--- src/rtl/sha256h_pkg.sv ---
// Shared types, initial hash values and round constants for the SHA-256 byte stream hasher.
`default_nettype none

package sha256h_pkg;

	typedef logic [31:0] word_t;

	// Round variables a..h
	typedef struct packed {
		word_t a;
		word_t b;
		word_t c;
		word_t d;
		word_t e;
		word_t f;
		word_t g;
		word_t h;
	} vars_t;

	// Message schedule taps for the current round: W[t], W[t+1], W[t+9], W[t+14]
	typedef struct packed {
		word_t w0;
		word_t w1;
		word_t w9;
		word_t w14;
	} sched_taps_t;

	localparam int unsigned BLOCK_BYTES = 64;
	localparam int unsigned DIGEST_BYTES = 32;
	localparam int unsigned LEN_FIELD_AT = 56;
	localparam logic [7:0] PAD_MARK = 8'h80;

	localparam word_t H_INIT [8] = '{
		32'h6a09e667, 32'hbb67ae85, 32'h3c6ef372, 32'ha54ff53a,
		32'h510e527f, 32'h9b05688c, 32'h1f83d9ab, 32'h5be0cd19
	};

	function automatic word_t round_k(input logic [5:0] t);
		word_t k;
		unique case (t)
			6'd0:  k = 32'h428a2f98;
			6'd1:  k = 32'h71374491;
			6'd2:  k = 32'hb5c0fbcf;
			6'd3:  k = 32'he9b5dba5;
			6'd4:  k = 32'h3956c25b;
			6'd5:  k = 32'h59f111f1;
			6'd6:  k = 32'h923f82a4;
			6'd7:  k = 32'hab1c5ed5;
			6'd8:  k = 32'hd807aa98;
			6'd9:  k = 32'h12835b01;
			6'd10: k = 32'h243185be;
			6'd11: k = 32'h550c7dc3;
			6'd12: k = 32'h72be5d74;
			6'd13: k = 32'h80deb1fe;
			6'd14: k = 32'h9bdc06a7;
			6'd15: k = 32'hc19bf174;
			6'd16: k = 32'he49b69c1;
			6'd17: k = 32'hefbe4786;
			6'd18: k = 32'h0fc19dc6;
			6'd19: k = 32'h240ca1cc;
			6'd20: k = 32'h2de92c6f;
			6'd21: k = 32'h4a7484aa;
			6'd22: k = 32'h5cb0a9dc;
			6'd23: k = 32'h76f988da;
			6'd24: k = 32'h983e5152;
			6'd25: k = 32'ha831c66d;
			6'd26: k = 32'hb00327c8;
			6'd27: k = 32'hbf597fc7;
			6'd28: k = 32'hc6e00bf3;
			6'd29: k = 32'hd5a79147;
			6'd30: k = 32'h06ca6351;
			6'd31: k = 32'h14292967;
			6'd32: k = 32'h27b70a85;
			6'd33: k = 32'h2e1b2138;
			6'd34: k = 32'h4d2c6dfc;
			6'd35: k = 32'h53380d13;
			6'd36: k = 32'h650a7354;
			6'd37: k = 32'h766a0abb;
			6'd38: k = 32'h81c2c92e;
			6'd39: k = 32'h92722c85;
			6'd40: k = 32'ha2bfe8a1;
			6'd41: k = 32'ha81a664b;
			6'd42: k = 32'hc24b8b70;
			6'd43: k = 32'hc76c51a3;
			6'd44: k = 32'hd192e819;
			6'd45: k = 32'hd6990624;
			6'd46: k = 32'hf40e3585;
			6'd47: k = 32'h106aa070;
			6'd48: k = 32'h19a4c116;
			6'd49: k = 32'h1e376c08;
			6'd50: k = 32'h2748774c;
			6'd51: k = 32'h34b0bcb5;
			6'd52: k = 32'h391c0cb3;
			6'd53: k = 32'h4ed8aa4a;
			6'd54: k = 32'h5b9cca4f;
			6'd55: k = 32'h682e6ff3;
			6'd56: k = 32'h748f82ee;
			6'd57: k = 32'h78a5636f;
			6'd58: k = 32'h84c87814;
			6'd59: k = 32'h8cc70208;
			6'd60: k = 32'h90befffa;
			6'd61: k = 32'ha4506ceb;
			6'd62: k = 32'hbef9a3f7;
			6'd63: k = 32'hc67178f2;
			default: k = '0;
		endcase
		return k;
	endfunction

endpackage

`default_nettype wire

--- src/rtl/sha256_byte_stream_hasher.sv ---
// Top level of the streaming SHA-256 hasher: byte buffer, padding and round sequencer.
//
// Input channel s_*: one beat per byte. s_tuser = 0 appends s_tdata to the message;
// s_tuser = 1 finishes the message (s_tdata ignored) and starts the digest.
// Output channel m_*: 32 digest beats, most significant byte of word 0 first,
// m_tlast high on the 32nd beat.
// The 64th byte of a block starts a compression (one round per cycle through the
// single round unit) and then folds the working variables into the hash; s_tready
// is low meanwhile. A finish beat feeds the padding and length bytes through the
// same byte path, one per cycle until the block is full (padding runs on into an
// extra block when more than 55 bytes were buffered), then compresses it. The digest
// then waits in the hash registers; each byte is shifted out when m_tready is high,
// and a stalled receiver simply holds the current beat. s_tready stays low until
// the last digest beat is taken, after which the hash returns to its initial values.
// Reset (arst_n low) loads the initial hash values and clears the byte count and
// length; the block buffer needs no reset.
`default_nettype none

module sha256_byte_stream_hasher (
	input  wire logic       clk,
	input  wire logic       arst_n,
	input  wire logic       s_tvalid,
	output logic            s_tready,
	input  wire logic [7:0] s_tdata,   // [7:0] message_byte
	input  wire logic       s_tuser,   // [0] kind
	output logic            m_tvalid,
	input  wire logic       m_tready,
	output logic [7:0]      m_tdata,   // [7:0] digest_byte
	output logic            m_tlast    // last_byte
);
	import sha256h_pkg::*;

	localparam int unsigned BLOCK_BITS = BLOCK_BYTES * 8;

	typedef enum logic [2:0] {
		ST_IDLE,
		ST_PAD,
		ST_ROUND,
		ST_FOLD,
		ST_EMIT
	} state_t;

	state_t             state_q;
	logic [5:0]         fill_q;
	logic [60:0]        len_q;
	logic [5:0]         round_q;
	logic [4:0]         out_cnt_q;
	logic               fin_q;
	logic               lenok_q;
	word_t              hash_q [8];
	logic [BLOCK_BITS-1:0] blk_q;
	vars_t              vars_q;

	logic               s_acc;
	logic               m_acc;
	logic               byte_en;
	logic [7:0]         byte_val;
	logic               start_comp;
	logic [63:0]        bit_len;
	logic [7:0]         len_byte;
	logic               in_len_field;
	sched_taps_t        taps;
	vars_t              vars_next;
	word_t              w_next;
	vars_t              hash_vars;

	assign s_tready = (state_q == ST_IDLE);
	assign m_tvalid = (state_q == ST_EMIT);
	assign m_tdata  = hash_q[0][31:24];
	assign m_tlast  = (out_cnt_q == 5'(DIGEST_BYTES - 1));

	assign s_acc = s_tvalid & s_tready;
	assign m_acc = m_tvalid & m_tready;

	// Length field goes out most significant byte first at positions 56..63
	assign bit_len      = {len_q, 3'b000};
	assign len_byte     = bit_len[{~fill_q[2:0], 3'b000} +: 8];
	assign in_len_field = (fill_q >= 6'(LEN_FIELD_AT));

	always_comb begin
		byte_en  = 1'b0;
		byte_val = '0;
		if (state_q == ST_IDLE && s_acc) begin
			byte_en  = 1'b1;
			byte_val = s_tuser ? PAD_MARK : s_tdata;
		end else if (state_q == ST_PAD) begin
			byte_en  = 1'b1;
			byte_val = (lenok_q && in_len_field) ? len_byte : 8'h00;
		end
	end

	assign start_comp = byte_en && (fill_q == 6'(BLOCK_BYTES - 1));

	// Words sit in order from the top of the buffer; word 0 is the first word of the block
	assign taps.w0  = blk_q[BLOCK_BITS-1      -: 32];
	assign taps.w1  = blk_q[BLOCK_BITS-1-32   -: 32];
	assign taps.w9  = blk_q[BLOCK_BITS-1-9*32 -: 32];
	assign taps.w14 = blk_q[BLOCK_BITS-1-14*32 -: 32];

	assign hash_vars = '{a: hash_q[0], b: hash_q[1], c: hash_q[2], d: hash_q[3],
		e: hash_q[4], f: hash_q[5], g: hash_q[6], h: hash_q[7]};

	sha256h_round u_round (
		.vars      (vars_q),
		.taps      (taps),
		.k         (round_k(round_q)),
		.vars_next (vars_next),
		.w_next    (w_next)
	);

	always_ff @(posedge clk or negedge arst_n) begin
		if (!arst_n) begin
			state_q   <= ST_IDLE;
			fill_q    <= '0;
			len_q     <= '0;
			round_q   <= '0;
			out_cnt_q <= '0;
			fin_q     <= 1'b0;
			lenok_q   <= 1'b0;
			for (int j = 0; j < 8; j++) begin
				hash_q[j] <= H_INIT[j];
			end
		end else begin
			if (byte_en) begin
				fill_q <= fill_q + 6'd1;
			end
			unique case (state_q)
				ST_IDLE: begin
					if (s_acc) begin
						fin_q <= s_tuser;
						// length bytes fit in this block only if the mark lands before them
						lenok_q <= (fill_q < 6'(LEN_FIELD_AT));
						if (!s_tuser) begin
							len_q <= len_q + 61'd1;
						end
						if (start_comp) begin
							round_q <= '0;
							state_q <= ST_ROUND;
						end else if (s_tuser) begin
							state_q <= ST_PAD;
						end
					end
				end
				ST_PAD: begin
					if (start_comp) begin
						round_q <= '0;
						state_q <= ST_ROUND;
					end
				end
				ST_ROUND: begin
					round_q <= round_q + 6'd1;
					if (round_q == 6'(BLOCK_BYTES - 1)) begin
						state_q <= ST_FOLD;
					end
				end
				ST_FOLD: begin
					hash_q[0] <= hash_q[0] + vars_q.a;
					hash_q[1] <= hash_q[1] + vars_q.b;
					hash_q[2] <= hash_q[2] + vars_q.c;
					hash_q[3] <= hash_q[3] + vars_q.d;
					hash_q[4] <= hash_q[4] + vars_q.e;
					hash_q[5] <= hash_q[5] + vars_q.f;
					hash_q[6] <= hash_q[6] + vars_q.g;
					hash_q[7] <= hash_q[7] + vars_q.h;
					if (!fin_q) begin
						state_q <= ST_IDLE;
					end else if (lenok_q) begin
						out_cnt_q <= '0;
						state_q   <= ST_EMIT;
					end else begin
						// overflow block done: pad a fresh block with zeros and the length
						lenok_q <= 1'b1;
						state_q <= ST_PAD;
					end
				end
				ST_EMIT: begin
					if (m_acc) begin
						out_cnt_q <= out_cnt_q + 5'd1;
						if (m_tlast) begin
							for (int j = 0; j < 8; j++) begin
								hash_q[j] <= H_INIT[j];
							end
							len_q   <= '0;
							fill_q  <= '0;
							fin_q   <= 1'b0;
							state_q <= ST_IDLE;
						end else begin
							for (int j = 0; j < 7; j++) begin
								hash_q[j] <= {hash_q[j][23:0], hash_q[j+1][31:24]};
							end
							hash_q[7] <= {hash_q[7][23:0], 8'h00};
						end
					end
				end
				default: begin
					state_q <= ST_IDLE;
				end
			endcase
		end
	end

	// Buffer doubles as the rolling message schedule during the rounds
	always_ff @(posedge clk) begin
		if (byte_en) begin
			blk_q <= {blk_q[BLOCK_BITS-9:0], byte_val};
		end else if (state_q == ST_ROUND) begin
			blk_q <= {blk_q[BLOCK_BITS-33:0], w_next};
		end
		if (start_comp) begin
			vars_q <= hash_vars;
		end else if (state_q == ST_ROUND) begin
			vars_q <= vars_next;
		end
	end

endmodule

`default_nettype wire

--- src/rtl/sha256h_round.sv ---
// One SHA-256 round and one message schedule expansion step, shared by all 64 rounds.
`default_nettype none

module sha256h_round (
	input  wire sha256h_pkg::vars_t       vars,
	input  wire sha256h_pkg::sched_taps_t taps,
	input  wire sha256h_pkg::word_t       k,
	output sha256h_pkg::vars_t            vars_next,
	output sha256h_pkg::word_t            w_next
);
	import sha256h_pkg::*;

	function automatic word_t rotr(input word_t x, input int unsigned n);
		return (x >> n) | (x << (32 - n));
	endfunction

	word_t big_s0;
	word_t big_s1;
	word_t ch;
	word_t maj;
	word_t t1;
	word_t t2;
	word_t sm_s0;
	word_t sm_s1;

	assign big_s1 = rotr(vars.e, 6) ^ rotr(vars.e, 11) ^ rotr(vars.e, 25);
	assign big_s0 = rotr(vars.a, 2) ^ rotr(vars.a, 13) ^ rotr(vars.a, 22);
	assign ch     = (vars.e & vars.f) ^ (~vars.e & vars.g);
	assign maj    = (vars.a & vars.b) ^ (vars.a & vars.c) ^ (vars.b & vars.c);
	assign t1     = vars.h + big_s1 + ch + k + taps.w0;
	assign t2     = big_s0 + maj;

	always_comb begin
		vars_next.h = vars.g;
		vars_next.g = vars.f;
		vars_next.f = vars.e;
		vars_next.e = vars.d + t1;
		vars_next.d = vars.c;
		vars_next.c = vars.b;
		vars_next.b = vars.a;
		vars_next.a = t1 + t2;
	end

	// Schedule word W[t+16], computed while round t runs
	assign sm_s0  = rotr(taps.w1, 7) ^ rotr(taps.w1, 18) ^ (taps.w1 >> 3);
	assign sm_s1  = rotr(taps.w14, 17) ^ rotr(taps.w14, 19) ^ (taps.w14 >> 10);
	assign w_next = taps.w0 + sm_s0 + taps.w9 + sm_s1;

endmodule

`default_nettype wire
--- config.mk ---
export PLATFORM = sky130hd
export DESIGN_NAME = sha256_byte_stream_hasher
export DESIGN_NICKNAME = d
export VERILOG_FILES = /design/src/rtl/sha256h_pkg.sv /design/src/rtl/sha256_byte_stream_hasher.sv /design/src/rtl/sha256h_round.sv
export SDC_FILE = /design/constraint.sdc
export NUM_CORES = 2
export LEC_CHECK = 0
export ABC_AREA = 1
export BUFFER_PORTS_ARGS = -buffer_cell sky130_fd_sc_hd__buf_2
export CAP_MARGIN = 20
export CELL_PAD_IN_SITES_DETAIL_PLACEMENT = 1
export CELL_PAD_IN_SITES_GLOBAL_PLACEMENT = 1
export CORE_UTILIZATION = 30
export CTS_CLUSTER_DIAMETER = 150
export CTS_CLUSTER_SIZE = 14
export DETAILED_ROUTE_END_ITERATION = 16
export GPL_ROUTABILITY_DRIVEN = 0
export PLACE_DENSITY_LB_ADDON = 0.1
export SETUP_SLACK_MARGIN = 0.15
export SKIP_CTS_REPAIR_TIMING = 1
export SYNTH_ARGS = -nofsm -noshare
export SYNTH_HDL_FRONTEND = slang
export SYNTH_SLANG_ARGS = --single-unit
--- constraint.sdc ---
create_clock -name clk -period 15.7 [get_ports clk]
set_clock_uncertainty 0.2 [all_clocks]
set_input_delay 1.57 -clock clk [delete_from_list [all_inputs] [get_ports clk]]
set_output_delay 1.57 -clock clk [all_outputs]
set_load 0.05 [all_outputs]
# --- Word level (Yosys, flattened, before mapping) ---
# Memory sizes are Yosys's and may differ from the RTL's.
# Index checks and enable logic that the tools add are counted.
op_classes:
  addsub: 22
  n_lt_le_gt_ge: 2
  eq_ne: 16
  shifts: 1
  muxes: 46
  n_bitwise: 30
  n_reduce_logical: 17
ops:
  columns: ["cell", "count"]
  rows:
  - ["$mux 256", 4]
  - ["$mux 512", 2]
  - ["$add 32x32->32", 18]
  - ["$pmux 256 s2", 1]
  - ["$xor 32x32->32", 9]
  - ["$mux 61", 4]
  - ["$and 32x32->32", 5]
  - ["$pmux 61 s2", 1]
  - ["$shiftx 64x7->8", 1]
  - ["$add 61x1->61 const B", 1]
  - ["$mux 6", 6]
  - ["$mux 8", 4]
  - ["$not 32->32", 1]
  - ["$or 10x32->32", 1]
  - ["$or 13x32->32", 1]
  - ["$or 14x32->32", 1]
  - ["$or 15x32->32", 1]
  - ["$or 19x32->32", 1]
  - ["$or 21x32->32", 1]
  - ["$or 25x32->32", 1]
  - ["$or 26x32->32", 1]
  - ["$or 30x32->32", 1]
  - ["$or 7x32->32", 1]
  - ["$xor 32x22->32", 1]
  - ["other kinds (31)", 66]
word_totals:
  regBits: 1107
  romBits: 2048
  output_inout_bits: 11
  elab_cells: 159
  n_memories: 1
memory_table:
  columns: ["name", "depth", "width", "read_ports", "rd_clocked_by_memory_dff", "wr", "line_no", "text"]
  rows:
  - ["(name not given)", 64, 32, 1, 0, 0, "sha256h_pkg.sv:40", "unique case (t)"]

# --- Depth between registers and ports, before layout ---
depth:
  word_depth: 10
  depth_mapped: 42

# --- Modules after synthesis ---
# A second synthesis with hierarchy kept.
unflattened:
  cells_unflattened: 12002
  area_unflattened_um2: 87595.3
by_module_without_submodules:
  columns: ["module", "instances", "cells_each", "area_each_um2", "seq_area_each_um2"]
  rows:
  - ["sha256_byte_stream_hasher", 1, 9559, 70526.4, 31715.4]
  - ["sha256h_round", 1, 2443, 17068.9, 0.0]

# --- Worst setup path after synthesis ---
# OpenSTA, ideal clock, no wires.
synth_timing:
  path_kind: "input -> register"
  from: "input s_tvalid"
  to: "register blk_q[0], enable pin"
  setup_time_ps: 3687
  arrival_time_ps: 10917
  required_time_ps: 11813
  slack_ps: 895
  stages: 7
  path_cell_list: "inv_1 > nor2_4 > nor2_1 > clkbuf_1 > buf_2 > buf_1 > nand2_1"
synth_between:
  elab_chain_cells: 4
synth_rtl:
  columns: ["item", "line_no", "text"]
  rows:
  - ["start: declaration", "sha256_byte_stream_hasher.sv:22", "input wire logic s_tvalid,"]
  - ["$and 1x1->1", "sha256_byte_stream_hasher.sv:72", "assign s_acc = s_tvalid & s_tready;"]
  - ["$logic_and 1x1->1", "sha256_byte_stream_hasher.sv:83", "if (state_q == ST_IDLE && s_acc) begin"]
  - ["$mux 1", "sha256_byte_stream_hasher.sv:83", null]
  - ["$reduce_bool 2->1 (no source line)", null, null]
  - ["end signal: assignment", "sha256_byte_stream_hasher.sv:205", "blk_q <= {blk_q[BLOCK_BITS-9:0], byte_val};"]
  - ["end signal: assignment", "sha256_byte_stream_hasher.sv:207", "blk_q <= {blk_q[BLOCK_BITS-33:0], w_next};"]
  - ["end: declaration", "sha256_byte_stream_hasher.sv:51", "logic [BLOCK_BITS-1:0] blk_q;"]
# No other way between the ends.
# A chain may end at the register's enable or synchronous reset.

# --- Worst setup path in the final report ---
layout_timing:
  from: "register round_q[1]"
  to: "register vars_q[250] (netlist bit) (data pin)"
layout_between:
  elab_chain_cells: 6
layout_rtl:
  columns: ["item", "line_no", "text"]
  rows:
  - ["start: declaration", "sha256_byte_stream_hasher.sv:46", "logic [5:0] round_q;"]
  - ["start signal: assignment", "sha256_byte_stream_hasher.sv:151", "round_q <= round_q + 6'd1;"]
  - ["$mem_v2 64x32", null, null]
  - ["$add 32x32->32 (2 in a row)", "sha256h_round.sv:30", "assign t1 = vars.h + big_s1 + ch + k + taps.w0;"]
  - ["$add 32x32->32", "sha256h_round.sv:41", "vars_next.a = t1 + t2;"]
  - ["$mux 256", "sha256_byte_stream_hasher.sv:211", "end else if (state_q == ST_ROUND) begin"]
  - ["$mux 256", "sha256_byte_stream_hasher.sv:209", "if (start_comp) begin"]
  - ["end signal: assignment", "sha256_byte_stream_hasher.sv:210", "vars_q <= hash_vars;"]
  - ["end signal: assignment", "sha256_byte_stream_hasher.sv:212", "vars_q <= vars_next;"]
  - ["end: declaration", "sha256_byte_stream_hasher.sv:52", "vars_t vars_q;"]
# No other way between the ends. The select of a mux whose other input is x is not followed.

==> impl_metrics.tcl <==
set metrics [dict create \
    status "complete, no violations" \
    fp.dieW_um 524 \
    rows 191 \
    max_stage_delay_ps 690 \
    tritoncts "done" \
    tns_ps 0 \
    synth_top_area_frac 0.282 \
    power.density_nw_per_um2 121 \
    cp.required_ps 16020 \
    maxSlewHeadroom 0.166 \
    yosysSeqAreaShare 0.388 \
    clockBufferDepth 3 \
    async_flop_share 0.306 \
    numClockSinks 1107 \
    rsz0062_at_grt "no" \
    path_common_cell "nand2_1" \
    ant_nets 0 \
    synth.distinct_cells 65 \
    timing.hold.ws_ps 286 \
    dr.pass1.iters 6 \
    cts-buffers-inserted 91 \
    grt_pass1_vias 75700 \
    nets 10900 \
    initial_utilization 0.302 \
    synth-seq-cells 1107 \
    overflow 0 \
    synth_edf_count 768 \
    wl_per_cell_um 26.4 \
    p_total_uw 10600 \
    clk_pin_slew_ps 80 \
    synthCells 10500 \
    max_cap_violations 0 \
    cp-end-kind "flip-flop" \
    crit_type "flip-flop to flip-flop" \
    synthFlopType "edfxtp_1" \
    grt.total_usage 0.264 \
    max_freq_ghz 0.115 \
    grt_max_degree 208 \
    irDropWorstVdd_mv 0.0902 \
    min_period_over_period 0.555 \
    setup_viol 0 \
    period_needed_ps 8720 \
    finalHoldViolCount 0 \
    synth_fp_nets 11100 \
    core_region_area_sq_um 271000 \
    synth_area_leaders "edfxtp_1 28%, nand2_1 11%, o21ai_0 8.2%, inv_1 6.9%, dfrtp_1 6.2%" \
    die_area_sq_um 274000 \
    yosysWarnings 0 \
    worstHoldPathType "flip-flop to flip-flop" \
    ios 24 \
    place_inst 13700 \
    cts-root-buf "clkbuf_16" \
    drive_gt1_frac 0.0416 \
    grt_pass1_wl_mm 534 \
    antenna_found_initial 19 \
    slowest_stage "dfrtp_1" \
    syn_area_sq_um 81700 \
    htree_levels 3 \
    die_h_um 524 \
    drcViolationCount 0 \
    start_kind "flip-flop" \
    yosys.area.top_type "edfxtp_1" \
    postLayoutSetupSlackWorst_ps 6980 \
    via_per_inst 5.37 \
    area_growth_pct 7.87 \
    layout.cells.non_filler 13900 \
    worst_pin_slew_ps 1250 \
    syn_avg_cell_area_sq_um 7.80 \
    drtIter0Drc 6642 \
    power_leakage_uw 0.0377 \
    critPathArrivalTime_ps 9040 \
    pre_cts_ws_ps 7150 \
    fillers 32700 \
    port_buffers 23 \
    wirelength_mm 367 \
    vias 74600 \
    slew_viol_final 0 \
    critPathMaxFanout 14 \
    worstSkewPairLatency_ps 800 \
    dp_hpwl_mm 285 \
]
power by group:
part | internal [uW] | switching, uW
Combinational | 1290 | 2890
Sequential | 3580 | 477
Clock | 1120 | 1280
final timing paths:
kind,startpoint,endpoint,slack [ps],cells past startpoint
max reg2reg,round_q[1],vars_q[250],6980,33
max in group asynchronous,arst_n,len_q[0],11770,4
max,round_q[1],vars_q[250],6980,33
min,hash_q[181],hash_q[181],290,2
min in group asynchronous,arst_n,hash_q[149],530,1
min reg2reg,hash_q[181],hash_q[181],290,2
cell usage after synthesis, types with 45 or more instances:
cell / n
nand4_1: 111
a31oi_1: 124
nor3_1: 105
edfxtp_1: 768
nor2_1: 710
nand2_1: 2387
xor2_1: 210
a21o_1: 45
o221ai_1: 64
dfstp_2: 136
a21oi_1: 640
o21ai_0: 1331
clkbuf_1: 307
ha_1: 400
buf_2: 82
nand3_1: 452
inv_1: 1497
or2_2: 53
fa_1: 195
o211ai_1: 46
xnor2_1: 191
dfrtp_1: 203
o21bai_1: 73
kinds of logic (layout without fill, tap and decap cells):
logic type | Yosys count | after routing | synth area share
DFF | 1107 | 1107 | 0.388
muxes | 21 | 21 | 0.00257
other | 0 | 4 | 0
xor gates and xnor gates | 401 | 401 | 0.0430
buffers and inverters | 1928 | 1762 | 0.0902
adders and majority gates | 596 | 596 | 0.109
and+or+nand+nor | 3902 | 3902 | 0.197
AOI/OAI and AO/OA | 2525 | 2525 | 0.170
cell type report:
type	count	area [sq um]	area share
clock inverter	14	268	0.00304
tap	3570	4470	0.0507
sequential	1107	31700	0.360
inverter	1506	5690	0.0645
timing repair buffer	99	828	0.00940
clock buffer	143	2480	0.0281
multi-input combinational	7445	42700	0.484
antenna	4	10.0	0.000114
layer usage:
layer,share of wire,vias up,wire (um),track usage
met3,0.058,370,21300,0.0357
met1,0.48,37800,178000,0.391
li1,-,34400,-,-
met2,0.43,1972,159000,0.404
met5,0.000087,-,32,0
met4,0.024,6,8810,0.0614
critical path: cells and delay by family, from the launching register on:
| family | cells | cell delay (ps) |
|---|---|---|
| AND/OR/NAND/NOR | 14 | 2840 |
| XOR/XNOR | 1 | 260 |
| adder cells (fa/ha/maj) | 6 | 2350 |
| AO/OA/AOI/OAI | 7 | 1550 |
| flip-flops | 1 | 690 |
| buffers and inverters | 5 | 580 |
registers in the layout, indices dropped and copies added (netlist names):
register,count
blk_q,512
fill_q,6
fin_q,1
hash_q,248
len_q,61
lenok_q,1
m_tdata,8
out_cnt_q,5
round_q,6
state_q,3
vars_q,256
layout by cell type (no fill, tap or decap), drive strengths merged, types with 191 or more instances in the layout:
master / count
nand2: 2392
edfxtp: 768
o21ai: 1355
a21oi: 640
dfrtp: 203
nand3: 454
inv: 1504
ha: 400
nor2: 718
xnor2: 191
fa: 195
xor2: 210
per-stage QoR:
| step | utilization | cell area, sq um |
|---|---|---|
| 2_1_floorplan | - | 81700 |
| 3_5_place_dp | 0.315 | 85300 |
| 4_1_cts | 0.325 | 88100 |
| 3_3_place_gp | 0.315 | 85300 |
| 5_1_grt | 0.326 | 88100 |
| 6_report | 0.326 | 88100 |
Note: power is estimated with default switching activity, not from simulation.
